===== config.mk =====
export PLATFORM = sky130hd
export DESIGN_NAME = sha256_byte_stream_hasher_core
export DESIGN_NICKNAME = d
export VERILOG_FILES = /design/src/rtl/core/shabs_pkg.sv /design/src/rtl/core/shabs_sched.sv /design/src/rtl/core/shabs_round.sv /design/src/rtl/core/sha256_byte_stream_hasher_core.sv
export SDC_FILE = /design/constraint.sdc
export NUM_CORES = 2
export LEC_CHECK = 0
export BUFFER_PORTS_ARGS = -buffer_cell sky130_fd_sc_hd__buf_2
export CAP_MARGIN = 30
export CORE_MARGIN = 10
export CORE_UTILIZATION = 61
export CTS_BUF_LIST = sky130_fd_sc_hd__clkbuf_8
export DETAILED_ROUTE_END_ITERATION = 8
export HOLD_SLACK_MARGIN = 0.03
export PLACE_DENSITY = 0.82
export SYNTH_ARGS = -nofsm -noshare
export SYNTH_HDL_FRONTEND = slang
export SYNTH_SLANG_ARGS = --single-unit

===== constraint.sdc =====
create_clock -name clock -period 40.8 [get_ports clock]
set_clock_uncertainty 0.15 [all_clocks]
set_input_delay 6.12 -clock clock [delete_from_list [all_inputs] [get_ports clock]]
set_output_delay 6.12 -clock clock [all_outputs]
set_load 0.02 [all_outputs]

===== src/rtl/core/shabs_pkg.sv =====
// Shared types, constants and tables of the SHA-256 byte stream hasher.
`timescale 1ns / 1ps

package shabs_pkg;

   typedef logic [31:0] word_type;

   // Request kinds carried on req_tuser
   localparam logic OpAppend = 1'b0;
   localparam logic OpFinish = 1'b1;

   localparam logic [7:0] PadMarker = 8'h80;
   localparam logic [5:0] LastLenPos = 6'd55;   // last 0x80 position that leaves room for length
   localparam logic [5:0] LenStart = 6'd56;
   localparam logic [5:0] LastRound = 6'd63;
   localparam logic [5:0] LastByte = 6'd63;
   localparam logic [2:0] LastWord = 3'd7;

   typedef enum logic [2:0] {
      ST_IDLE,
      ST_PAD,
      ST_ROUND,
      ST_ACCUM,
      ST_EMIT
   } state_type;

   // Message schedule control
   typedef struct packed {
      logic       shift_byte;
      logic       shift_word;
      logic [7:0] byte_val;
   } sch_ctl_type;

   // Round unit control
   typedef struct packed {
      logic       load;
      logic       step;
      logic       accum;
      logic       init;
      logic [5:0] rnd;
      logic [2:0] sel;
   } rnd_ctl_type;

   localparam word_type InitChain [0:7] = '{
      32'h6a09e667, 32'hbb67ae85, 32'h3c6ef372, 32'ha54ff53a,
      32'h510e527f, 32'h9b05688c, 32'h1f83d9ab, 32'h5be0cd19
   };

   localparam word_type RoundK [0:63] = '{
      32'h428a2f98, 32'h71374491, 32'hb5c0fbcf, 32'he9b5dba5,
      32'h3956c25b, 32'h59f111f1, 32'h923f82a4, 32'hab1c5ed5,
      32'hd807aa98, 32'h12835b01, 32'h243185be, 32'h550c7dc3,
      32'h72be5d74, 32'h80deb1fe, 32'h9bdc06a7, 32'hc19bf174,
      32'he49b69c1, 32'hefbe4786, 32'h0fc19dc6, 32'h240ca1cc,
      32'h2de92c6f, 32'h4a7484aa, 32'h5cb0a9dc, 32'h76f988da,
      32'h983e5152, 32'ha831c66d, 32'hb00327c8, 32'hbf597fc7,
      32'hc6e00bf3, 32'hd5a79147, 32'h06ca6351, 32'h14292967,
      32'h27b70a85, 32'h2e1b2138, 32'h4d2c6dfc, 32'h53380d13,
      32'h650a7354, 32'h766a0abb, 32'h81c2c92e, 32'h92722c85,
      32'ha2bfe8a1, 32'ha81a664b, 32'hc24b8b70, 32'hc76c51a3,
      32'hd192e819, 32'hd6990624, 32'hf40e3585, 32'h106aa070,
      32'h19a4c116, 32'h1e376c08, 32'h2748774c, 32'h34b0bcb5,
      32'h391c0cb3, 32'h4ed8aa4a, 32'h5b9cca4f, 32'h682e6ff3,
      32'h748f82ee, 32'h78a5636f, 32'h84c87814, 32'h8cc70208,
      32'h90befffa, 32'ha4506ceb, 32'hbef9a3f7, 32'hc67178f2
   };

endpackage


===== src/rtl/core/shabs_sched.sv =====
// Block buffer and message schedule: a 16-word shift line fed by bytes or by expansion.
`timescale 1ns / 1ps

module shabs_sched (
   input  logic                    clock,
   input  shabs_pkg::sch_ctl_type  ctl,
   output shabs_pkg::word_type     w_top
);

   logic [511:0] win_ff;
   logic [511:0] win_in;
   shabs_pkg::word_type w0, w1, w9, w14, w_new;

   function automatic shabs_pkg::word_type small_sigma0(input shabs_pkg::word_type x);
      return {x[6:0], x[31:7]} ^ {x[17:0], x[31:18]} ^ {3'b000, x[31:3]};
   endfunction

   function automatic shabs_pkg::word_type small_sigma1(input shabs_pkg::word_type x);
      return {x[16:0], x[31:17]} ^ {x[18:0], x[31:19]} ^ {10'b0, x[31:10]};
   endfunction

   // word j of the window sits at [511-32*j -: 32]; word 0 is the current round's word
   assign w0  = win_ff[511:480];
   assign w1  = win_ff[479:448];
   assign w9  = win_ff[223:192];
   assign w14 = win_ff[63:32];

   assign w_new = small_sigma1(w14) + w9 + small_sigma0(w1) + w0;
   assign w_top = w0;

   always_comb begin
      win_in = win_ff;
      if (ctl.shift_byte) begin
         win_in = {win_ff[503:0], ctl.byte_val};
      end else if (ctl.shift_word) begin
         win_in = {win_ff[479:0], w_new};
      end
   end

   always_ff @(posedge clock) begin
      win_ff <= win_in;
   end

endmodule


===== src/rtl/core/shabs_round.sv =====
// Shared compression round unit with working variables and chaining words.
`timescale 1ns / 1ps

module shabs_round (
   input  logic                    clock,
   input  logic                    reset,
   input  shabs_pkg::rnd_ctl_type  ctl,
   input  shabs_pkg::word_type     w_in,
   output shabs_pkg::word_type     chain_word
);

   shabs_pkg::word_type var_ff   [0:7];
   shabs_pkg::word_type var_in   [0:7];
   shabs_pkg::word_type chain_ff [0:7];
   shabs_pkg::word_type chain_in [0:7];
   shabs_pkg::word_type t1, t2, ch, maj;

   function automatic shabs_pkg::word_type big_sigma0(input shabs_pkg::word_type x);
      return {x[1:0], x[31:2]} ^ {x[12:0], x[31:13]} ^ {x[21:0], x[31:22]};
   endfunction

   function automatic shabs_pkg::word_type big_sigma1(input shabs_pkg::word_type x);
      return {x[5:0], x[31:6]} ^ {x[10:0], x[31:11]} ^ {x[24:0], x[31:25]};
   endfunction

   assign ch  = (var_ff[4] & var_ff[5]) ^ (~var_ff[4] & var_ff[6]);
   assign maj = (var_ff[0] & var_ff[1]) ^ (var_ff[0] & var_ff[2]) ^ (var_ff[1] & var_ff[2]);
   assign t1  = var_ff[7] + big_sigma1(var_ff[4]) + ch + shabs_pkg::RoundK[ctl.rnd] + w_in;
   assign t2  = big_sigma0(var_ff[0]) + maj;

   assign chain_word = chain_ff[ctl.sel];

   always_comb begin
      var_in   = var_ff;
      chain_in = chain_ff;
      if (ctl.load) begin
         var_in = chain_ff;
      end else if (ctl.step) begin
         var_in[0] = t1 + t2;
         var_in[1] = var_ff[0];
         var_in[2] = var_ff[1];
         var_in[3] = var_ff[2];
         var_in[4] = var_ff[3] + t1;
         var_in[5] = var_ff[4];
         var_in[6] = var_ff[5];
         var_in[7] = var_ff[6];
      end
      if (ctl.init) begin
         chain_in = shabs_pkg::InitChain;
      end else if (ctl.accum) begin
         for (int i = 0; i < 8; i++) begin
            chain_in[i] = chain_ff[i] + var_ff[i];
         end
      end
   end

   always_ff @(posedge clock) begin
      var_ff <= var_in;
   end

   always_ff @(posedge clock) begin
      if (reset) begin
         chain_ff <= shabs_pkg::InitChain;
      end else begin
         chain_ff <= chain_in;
      end
   end

endmodule


===== src/rtl/core/sha256_byte_stream_hasher_core.sv =====
// Top level of the SHA-256 byte stream hasher: sequencer, padding and result port.
`timescale 1ns / 1ps

// Channel   Dir  Payload                              Transfer
// req_      in   tuser=op (0 append, 1 finish),       req_tvalid & req_tready
//                tdata=data_byte[7:0]
// rsp_      out  tdata=digest_word[31:0],             rsp_tvalid & rsp_tready
//                tlast=last_word
//
// Append shifts its byte into the block; the 64th byte of a block adds the rounds
// and an accumulate step, all in the single shared round unit.
// Finish shifts padding and length in one byte a cycle, runs one or two
// compressions, then offers 8 digest words, one a transfer.
// req_tready is high only while the sequencer is idle; rsp_ stalls hold the word.
// Synchronous active-high reset restores the initial chaining values and clears counts.

module sha256_byte_stream_hasher_core (
   input  logic        clock,
   input  logic        reset,
   input  logic        req_tvalid,
   output logic        req_tready,
   input  logic [7:0]  req_tdata,    // [7:0] data_byte
   input  logic        req_tuser,    // [0] op
   output logic        rsp_tvalid,
   input  logic        rsp_tready,
   output logic [31:0] rsp_tdata,    // [31:0] digest_word
   output logic        rsp_tlast
);

   shabs_pkg::state_type state_ff, state_in;
   logic [5:0]  fill_ff, fill_in;      // bytes held in the current block
   logic [60:0] count_ff, count_in;    // message length in bytes
   logic [5:0]  rnd_ff, rnd_in;
   logic [2:0]  idx_ff, idx_in;        // digest word being offered
   logic        fin_ff, fin_in;        // finishing a message
   logic        len_ok_ff, len_ok_in;  // length may go into this block
   logic        first_ff, first_in;    // 0x80 marker still to shift in

   logic [63:0] len_bits;
   logic        req_xfer, rsp_xfer;

   shabs_pkg::sch_ctl_type sch_ctl;
   shabs_pkg::rnd_ctl_type rnd_ctl;
   shabs_pkg::word_type    w_top;

   assign len_bits = {count_ff, 3'b000};
   assign req_xfer = req_tvalid & req_tready;
   assign rsp_xfer = rsp_tvalid & rsp_tready;
   assign rsp_tlast = (idx_ff == shabs_pkg::LastWord);

   shabs_sched u_sched (
      .clock (clock),
      .ctl   (sch_ctl),
      .w_top (w_top)
   );

   shabs_round u_round (
      .clock      (clock),
      .reset      (reset),
      .ctl        (rnd_ctl),
      .w_in       (w_top),
      .chain_word (rsp_tdata)
   );

   always_ff @(posedge clock) begin
      if (reset) begin
         state_ff  <= shabs_pkg::ST_IDLE;
         fill_ff   <= '0;
         count_ff  <= '0;
         rnd_ff    <= '0;
         idx_ff    <= '0;
         fin_ff    <= 1'b0;
         len_ok_ff <= 1'b0;
         first_ff  <= 1'b0;
      end else begin
         state_ff  <= state_in;
         fill_ff   <= fill_in;
         count_ff  <= count_in;
         rnd_ff    <= rnd_in;
         idx_ff    <= idx_in;
         fin_ff    <= fin_in;
         len_ok_ff <= len_ok_in;
         first_ff  <= first_in;
      end
   end

   always_comb begin
      state_in  = state_ff;
      fill_in   = fill_ff;
      count_in  = count_ff;
      rnd_in    = rnd_ff;
      idx_in    = idx_ff;
      fin_in    = fin_ff;
      len_ok_in = len_ok_ff;
      first_in  = first_ff;

      req_tready = 1'b0;
      rsp_tvalid = 1'b0;

      sch_ctl = '0;
      rnd_ctl = '0;
      rnd_ctl.rnd = rnd_ff;
      rnd_ctl.sel = idx_ff;

      case (state_ff)
         shabs_pkg::ST_IDLE: begin
            req_tready = 1'b1;
            if (req_xfer) begin
               if (req_tuser == shabs_pkg::OpFinish) begin
                  fin_in    = 1'b1;
                  first_in  = 1'b1;
                  len_ok_in = (fill_ff <= shabs_pkg::LastLenPos);
                  state_in  = shabs_pkg::ST_PAD;
               end else begin
                  sch_ctl.shift_byte = 1'b1;
                  sch_ctl.byte_val   = req_tdata;
                  fill_in  = fill_ff + 6'd1;
                  count_in = count_ff + 61'd1;
                  if (fill_ff == shabs_pkg::LastByte) begin
                     rnd_ctl.load = 1'b1;
                     rnd_in   = '0;
                     state_in = shabs_pkg::ST_ROUND;
                  end
               end
            end
         end

         shabs_pkg::ST_PAD: begin
            sch_ctl.shift_byte = 1'b1;
            if (first_ff) begin
               sch_ctl.byte_val = shabs_pkg::PadMarker;
            end else if (len_ok_ff && (fill_ff >= shabs_pkg::LenStart)) begin
               // length goes out most significant byte first
               sch_ctl.byte_val = len_bits[{~fill_ff[2:0], 3'b000} +: 8];
            end else begin
               sch_ctl.byte_val = 8'h00;
            end
            first_in = 1'b0;
            fill_in  = fill_ff + 6'd1;
            if (fill_ff == shabs_pkg::LastByte) begin
               rnd_ctl.load = 1'b1;
               rnd_in   = '0;
               state_in = shabs_pkg::ST_ROUND;
            end
         end

         shabs_pkg::ST_ROUND: begin
            rnd_ctl.step       = 1'b1;
            sch_ctl.shift_word = 1'b1;
            rnd_in = rnd_ff + 6'd1;
            if (rnd_ff == shabs_pkg::LastRound) begin
               state_in = shabs_pkg::ST_ACCUM;
            end
         end

         shabs_pkg::ST_ACCUM: begin
            rnd_ctl.accum = 1'b1;
            if (!fin_ff) begin
               state_in = shabs_pkg::ST_IDLE;
            end else if (len_ok_ff) begin
               idx_in   = '0;
               state_in = shabs_pkg::ST_EMIT;
            end else begin
               // marker spilled past the length field: one more block of fill
               len_ok_in = 1'b1;
               state_in  = shabs_pkg::ST_PAD;
            end
         end

         shabs_pkg::ST_EMIT: begin
            rsp_tvalid = 1'b1;
            if (rsp_xfer) begin
               idx_in = idx_ff + 3'd1;
               if (idx_ff == shabs_pkg::LastWord) begin
                  rnd_ctl.init = 1'b1;
                  count_in  = '0;
                  fill_in   = '0;
                  fin_in    = 1'b0;
                  len_ok_in = 1'b0;
                  state_in  = shabs_pkg::ST_IDLE;
               end
            end
         end

         default: begin
            state_in = shabs_pkg::ST_IDLE;
         end
      endcase
   end

`ifndef SYNTHESIS
   a_block_full_starts_rounds: assert property (@(posedge clock) disable iff (reset)
      (req_xfer && (req_tuser == shabs_pkg::OpAppend) && (fill_ff == shabs_pkg::LastByte))
      |=> (state_ff == shabs_pkg::ST_ROUND) && (rnd_ff == 6'd0))
      else $error("full block did not start compression");

   a_rounds_end_in_accum: assert property (@(posedge clock) disable iff (reset)
      (state_ff == shabs_pkg::ST_ROUND) && (rnd_ff == shabs_pkg::LastRound)
      |=> (state_ff == shabs_pkg::ST_ACCUM))
      else $error("round count overran");

   a_last_word_clears: assert property (@(posedge clock) disable iff (reset)
      (rsp_xfer && rsp_tlast)
      |=> (state_ff == shabs_pkg::ST_IDLE) && (fill_ff == 6'd0) && (count_ff == 61'd0))
      else $error("message state not cleared after digest");

   a_emit_only_when_done: assert property (@(posedge clock) disable iff (reset)
      rsp_tvalid |-> (fin_ff && len_ok_ff && (fill_ff == 6'd0)))
      else $error("digest offered before final block");

   a_pad_only_on_finish: assert property (@(posedge clock) disable iff (reset)
      (state_ff == shabs_pkg::ST_PAD) |-> fin_ff)
      else $error("padding outside of finish");
`endif

endmodule


# Word-level counts from Yosys, hierarchy flattened
# Memories as Yosys holds them, arrays and structs flattened.
# Index checks and enable logic that the tools add are counted.
# word_totals
memories	1
register_bits	1106
wordCells	174
rom_bits	2048
in_bits	13
# op_classes
bitwise_logic	22
add_sub_neg	22
reduce_logical	19
n_eq_ne	15
muxes	65
magnitude_cmp	4
n_shift	1
# memory_table
memory	words	word_bits	rd	rd_ports_with_merged_regs	wr	line	rtl
(no name shown)	64	32	1	0	0	shabs_round.sv:28	assign t1 = var_ff[7] + big_sigma1(var_ff[4]) + ch + shabs_pkg::RoundK[ctl.rnd] + w_in;
# ops
cell	count
$mux W512	2
$add A32 B32 Y32	18
$mux W256	2
$xor A32 B32 Y32	9
$mux W61	4
$and A32 B32 Y32	5
$mux W32	4
$pmux W61 S2	1
$bmux W32 S3	1
$shiftx A64 B7 Y8	1
$add A61 B1 Y61 const B	1
$mux W6	7
$pmux W6 S3	2
$mux W3	11
$mux W8	4
$not A32 Y32	1
$xor A32 B22 Y32	1
$xor A32 B29 Y32	1
$mux W1	19
$ne A2 B2 Y1 const B	8
$pmux W8 S2	1
$pmux W3 S5	1
$reduce_and A5 Y1	3
$add A6 B1 Y6 const B	2
other kinds (24)	39

# Depth between registers and ports, before layout
# depth
word_depth	9
depth_mapped	40

# Modules after synthesis
# A second synthesis with hierarchy kept.
# hier_totals
cells_unflattened	7185
area_unflattened_um2	75663.8
# by_module_without_submodules
module	seq_area_each_um2	instances	cells_each	area_each_um2
shabs_round	12812.3	1	4855	44655.3
shabs_sched	15374.7	1	1757	26175.1
sha256_byte_stream_hasher_core	1641.6	1	573	4833.4

# Least setup slack after synthesis
# No wires, ideal clock.
# synth_path
path_type	input to register
start	in req_tvalid
end	reg u_sched.win_ff[0] (enable)
stages	6
slack_ps	21400
arrival_ps	15572
setup_time_ps	3678
cell_sequence	nor2b_1 o21ai_0 clkbuf_1 clkbuf_1 clkbuf_1 nand2_1
# synth_via
elab_chain_cells	4
# synth_lines
element	line	rtl
start, declared	sha256_byte_stream_hasher_core.sv:20	input logic req_tvalid,
$and A1 B1 Y1	sha256_byte_stream_hasher_core.sv:47	assign req_xfer = req_tvalid & req_tready;
$mux W1	sha256_byte_stream_hasher_core.sv:108	if (req_xfer) begin
$pmux W1 S2	sha256_byte_stream_hasher_core.sv:105	case (state_ff)
$reduce_bool A2 Y1 (no source line)	n/a	
end signal, assigned	shabs_sched.sv:41	win_ff <= win_in;
end, declared	shabs_sched.sv:10	logic [511:0] win_ff;
# Every way passes these cells.
# A chain may end at the register's enable or synchronous reset.

==> results.sh <==
export IMPL_status="complete, no violations"
export IMPL_worst_path_max_fanout=18
export IMPL_synth_fa_ha_area_share_pct=12.2
export IMPL_drive_above_1_share_pct=6.98
export IMPL_synth_distinct_cells=104
export IMPL_path_buf_inv=6
export IMPL_fmax_mhz=91.9
export IMPL_insertion_delay_ps=1010
export IMPL_grt_overflow_total=0
export IMPL_cts_max_path_buffers=3
export IMPL_setup_viol=0
export IMPL_period_share_pct=26.7
export IMPL_finalHoldViolCount=0
export IMPL_drv_cap=0
export IMPL_syn_to_final_growth_pct=6.57
export IMPL_grt_pass1_wl_um=341000
export IMPL_drt_pass1_iter_count=8
export IMPL_yosys_area_share_simple_pct=19.2
export IMPL_yosys_most_used_dff="edfxtp_1"
export IMPL_ctsHtreeMaxLevel=4
export IMPL_synthArstFlopShare_pct=0
export IMPL_io_pins=48
export IMPL_wl_per_cell_um=22.6
export IMPL_grt_max_degree=262
export IMPL_cp_common_cell="inv_1"
export IMPL_dp_cells=9558
export IMPL_critPathCaptureType="register"
export IMPL_core_mm2=0.120
export IMPL_clkTransAtPathRegs_ps=60
export IMPL_wl_um=224000
export IMPL_finalNetCount=8741
export IMPL_power_uw=4090
export IMPL_final_cell_mix="nand2_1, edfxtp_1, a21oi_1, xnor2_1, ha_1"
export IMPL_cp_start_kind="register"
export IMPL_rows=127
export IMPL_final_util_pct=65.7
export IMPL_cpLargestDelayFamily="compound AO/OA/AOI/OAI gates"
export IMPL_die_area_mm2=0.136
export IMPL_stdcell_count=9912
export IMPL_cts_sinks=1106
export IMPL_port_buffers=47
export IMPL_ys_warn_count=0
export IMPL_setup_tns_ps=0
export IMPL_timing_final_max_slew_violations=0
export IMPL_ys_seq_elements=1106
export IMPL_final_antenna_net_count=0
export IMPL_antenna_found_initial=7
export IMPL_p_per_area_mw_per_mm2=51.8
export IMPL_synthMuxAreaShare_pct=3.73
export IMPL_hpwlAfterDp_um=161000
export IMPL_final_common_cell="nand2_1"
export IMPL_worst_slew_margin_rel_pct=17.0
export IMPL_fp_dieW_um=369
export IMPL_synth_top_family_by_area="simple AND/OR/NAND/NOR gates"
export IMPL_gp_congestion=1.04
export IMPL_tightest_slew_ps=1240
export IMPL_vias_per_cell=6.33
export IMPL_numCtsBuffers=187
export IMPL_drt_iter0_markers=8628
export IMPL_yosysSeqAreaShare_pct=40.2
export IMPL_p_leak_uw=0.0331
export IMPL_dr_total_vias=62700
export IMPL_hold_buffers=0
export IMPL_period_minus_slack_ps=10880
export IMPL_crit_type="reg2reg"
export IMPL_syn_cell_area_mm2=0.0742
export IMPL_synth_xor_area_share_pct=7.20
export IMPL_cp_slowest_cell="ha_1"
export IMPL_synth_edf_count=768
export IMPL_die_h_um=369
export IMPL_grt_pass1_vias=58700
export IMPL_start_util_pct=61.7
export IMPL_crit_required_ps=41340
export IMPL_crit_arrival_ps=11420
export IMPL_drc=0
export IMPL_irDropWorstVdd_mv=0.0677
export IMPL_synth_area_per_cell_um2=8.93
export IMPL_cpPeakStageDelay_ps=1050
export IMPL_cts_root_buf="clkbuf_8"
export IMPL_holdWs_ps=312
export IMPL_cts_tree="yes"
export IMPL_rsz0062_at_grt="false"
export IMPL_ctsResizeCount=0
export IMPL_hp_class="reg2reg"
export IMPL_synth_compound_area_share_pct=13.6
export IMPL_synth_cells=8304
export IMPL_synthesis_nets=8907
export IMPL_grt_usage_pct=31.9
export IMPL_cts_setup_buffers=0
-- power by group --
| part | internal [uW] | total [uW] | switching (uW) |
|---|---|---|---|
| clock network | 482 | 979 | 498 |
| registers | 1370 | 1440 | 76.1 |
| logic | 656 | 1670 | 1010 |
-- sequential cells by signal (all words and copies together) (netlist names) --
register / count
u_round.chain_ff: 256
idx_ff: 3
state_ff: 3
fill_ff: 6
rnd_ff: 6
len_ok_ff: 1
first_ff: 1
u_round.var_ff: 256
u_sched.win_ff: 512
fin_ff: 1
count_ff: 61
-- cell type report --
cell class	count	area, um^2
sequential	1106	29800
timing repair buffer	120	960
fill	9572	41300
multi-input combinational	6444	41600
antenna	6	15.0
clock inverter	144	836
tap	1612	2020
inverter	279	1050
clock buffer	201	2770
-- worst reg2reg max path: cells and delay by family (launching register included) --
kind | cells | cell delay [ps]
and+or+nand+nor | 6 | 1150
buffers and inverters | 6 | 770
AOI/OAI and AO/OA | 15 | 4400
xor gates and xnor gates | 3 | 600
adders and majority gates | 7 | 3260
DFF | 1 | 330
-- stage by stage --
stage | area (um^2) | setup slack, ps
floorplan | 74200 | 21400
global placement | 75300 | 30410
detailed placement | 75300 | 30210
CTS | 78900 | 30190
global route | 79000 | 29350
finish | 79000 | 29920
-- cells by family after synthesis --
family / count (synthesis)
and+or+nand+nor: 3456
DFF: 1106
AOI/OAI and AO/OA: 1601
buffers and inverters: 754
xor gates and xnor gates: 610
muxes: 165
adders and majority gates: 612
-- routing by layer --
metal  part of all wire (%)  GRT usage (%)
met1                     40           43.9
met3                     13           9.24
met2                     43           46.3
met5                  0.026              0
met4                    4.8           14.4
-- synthesized netlist by cell type, drive strengths merged, types with 14 or more instances --
library cell  number  area, um^2
nand2           2561        9620
or2               21         131
nor3              86         442
a211oi            60         455
and3              36         228
ha               395        4940
nor2             352        1330
nor4              20         138
o21bai            49         368
a31oi             44         282
a21o             169        1270
buf               36         151
o211ai           114         856
a21boi            21         158
mux2i             18         180
o21a              55         414
nand2b            60         375
mux2              65         732
a311oi            15         131
maj3              22         220
mux4              82        1850
nor2b             59         369
inv              277        1040
dfxtp            338        6770
nand3            116         581
a21oi            488        2440
a2111oi           19         211
clkbuf           439        1660
or3               53         339
and2              21         134
o31ai             34         255
o22ai             18         113
xor2             200        1750
fa               195        3900
nand4             34         228
xnor2            410        3590
o311ai            14         123
o21ai            380        1900
edfxtp           768       23100
-- worst paths after layout --
path | start | slack [ps] | cells past startpoint | end
worst max-delay path | rnd_ff[1] | 29920 | 37 | u_round.var_ff[255]
worst min-delay path | u_sched.win_ff[238] | 310 | 2 | u_sched.win_ff[246]
worst max register to register | rnd_ff[1] | 29920 | 37 | u_round.var_ff[255]
worst min register to register | u_sched.win_ff[238] | 310 | 2 | u_sched.win_ff[246]
(Power assumes the default switching activity.)
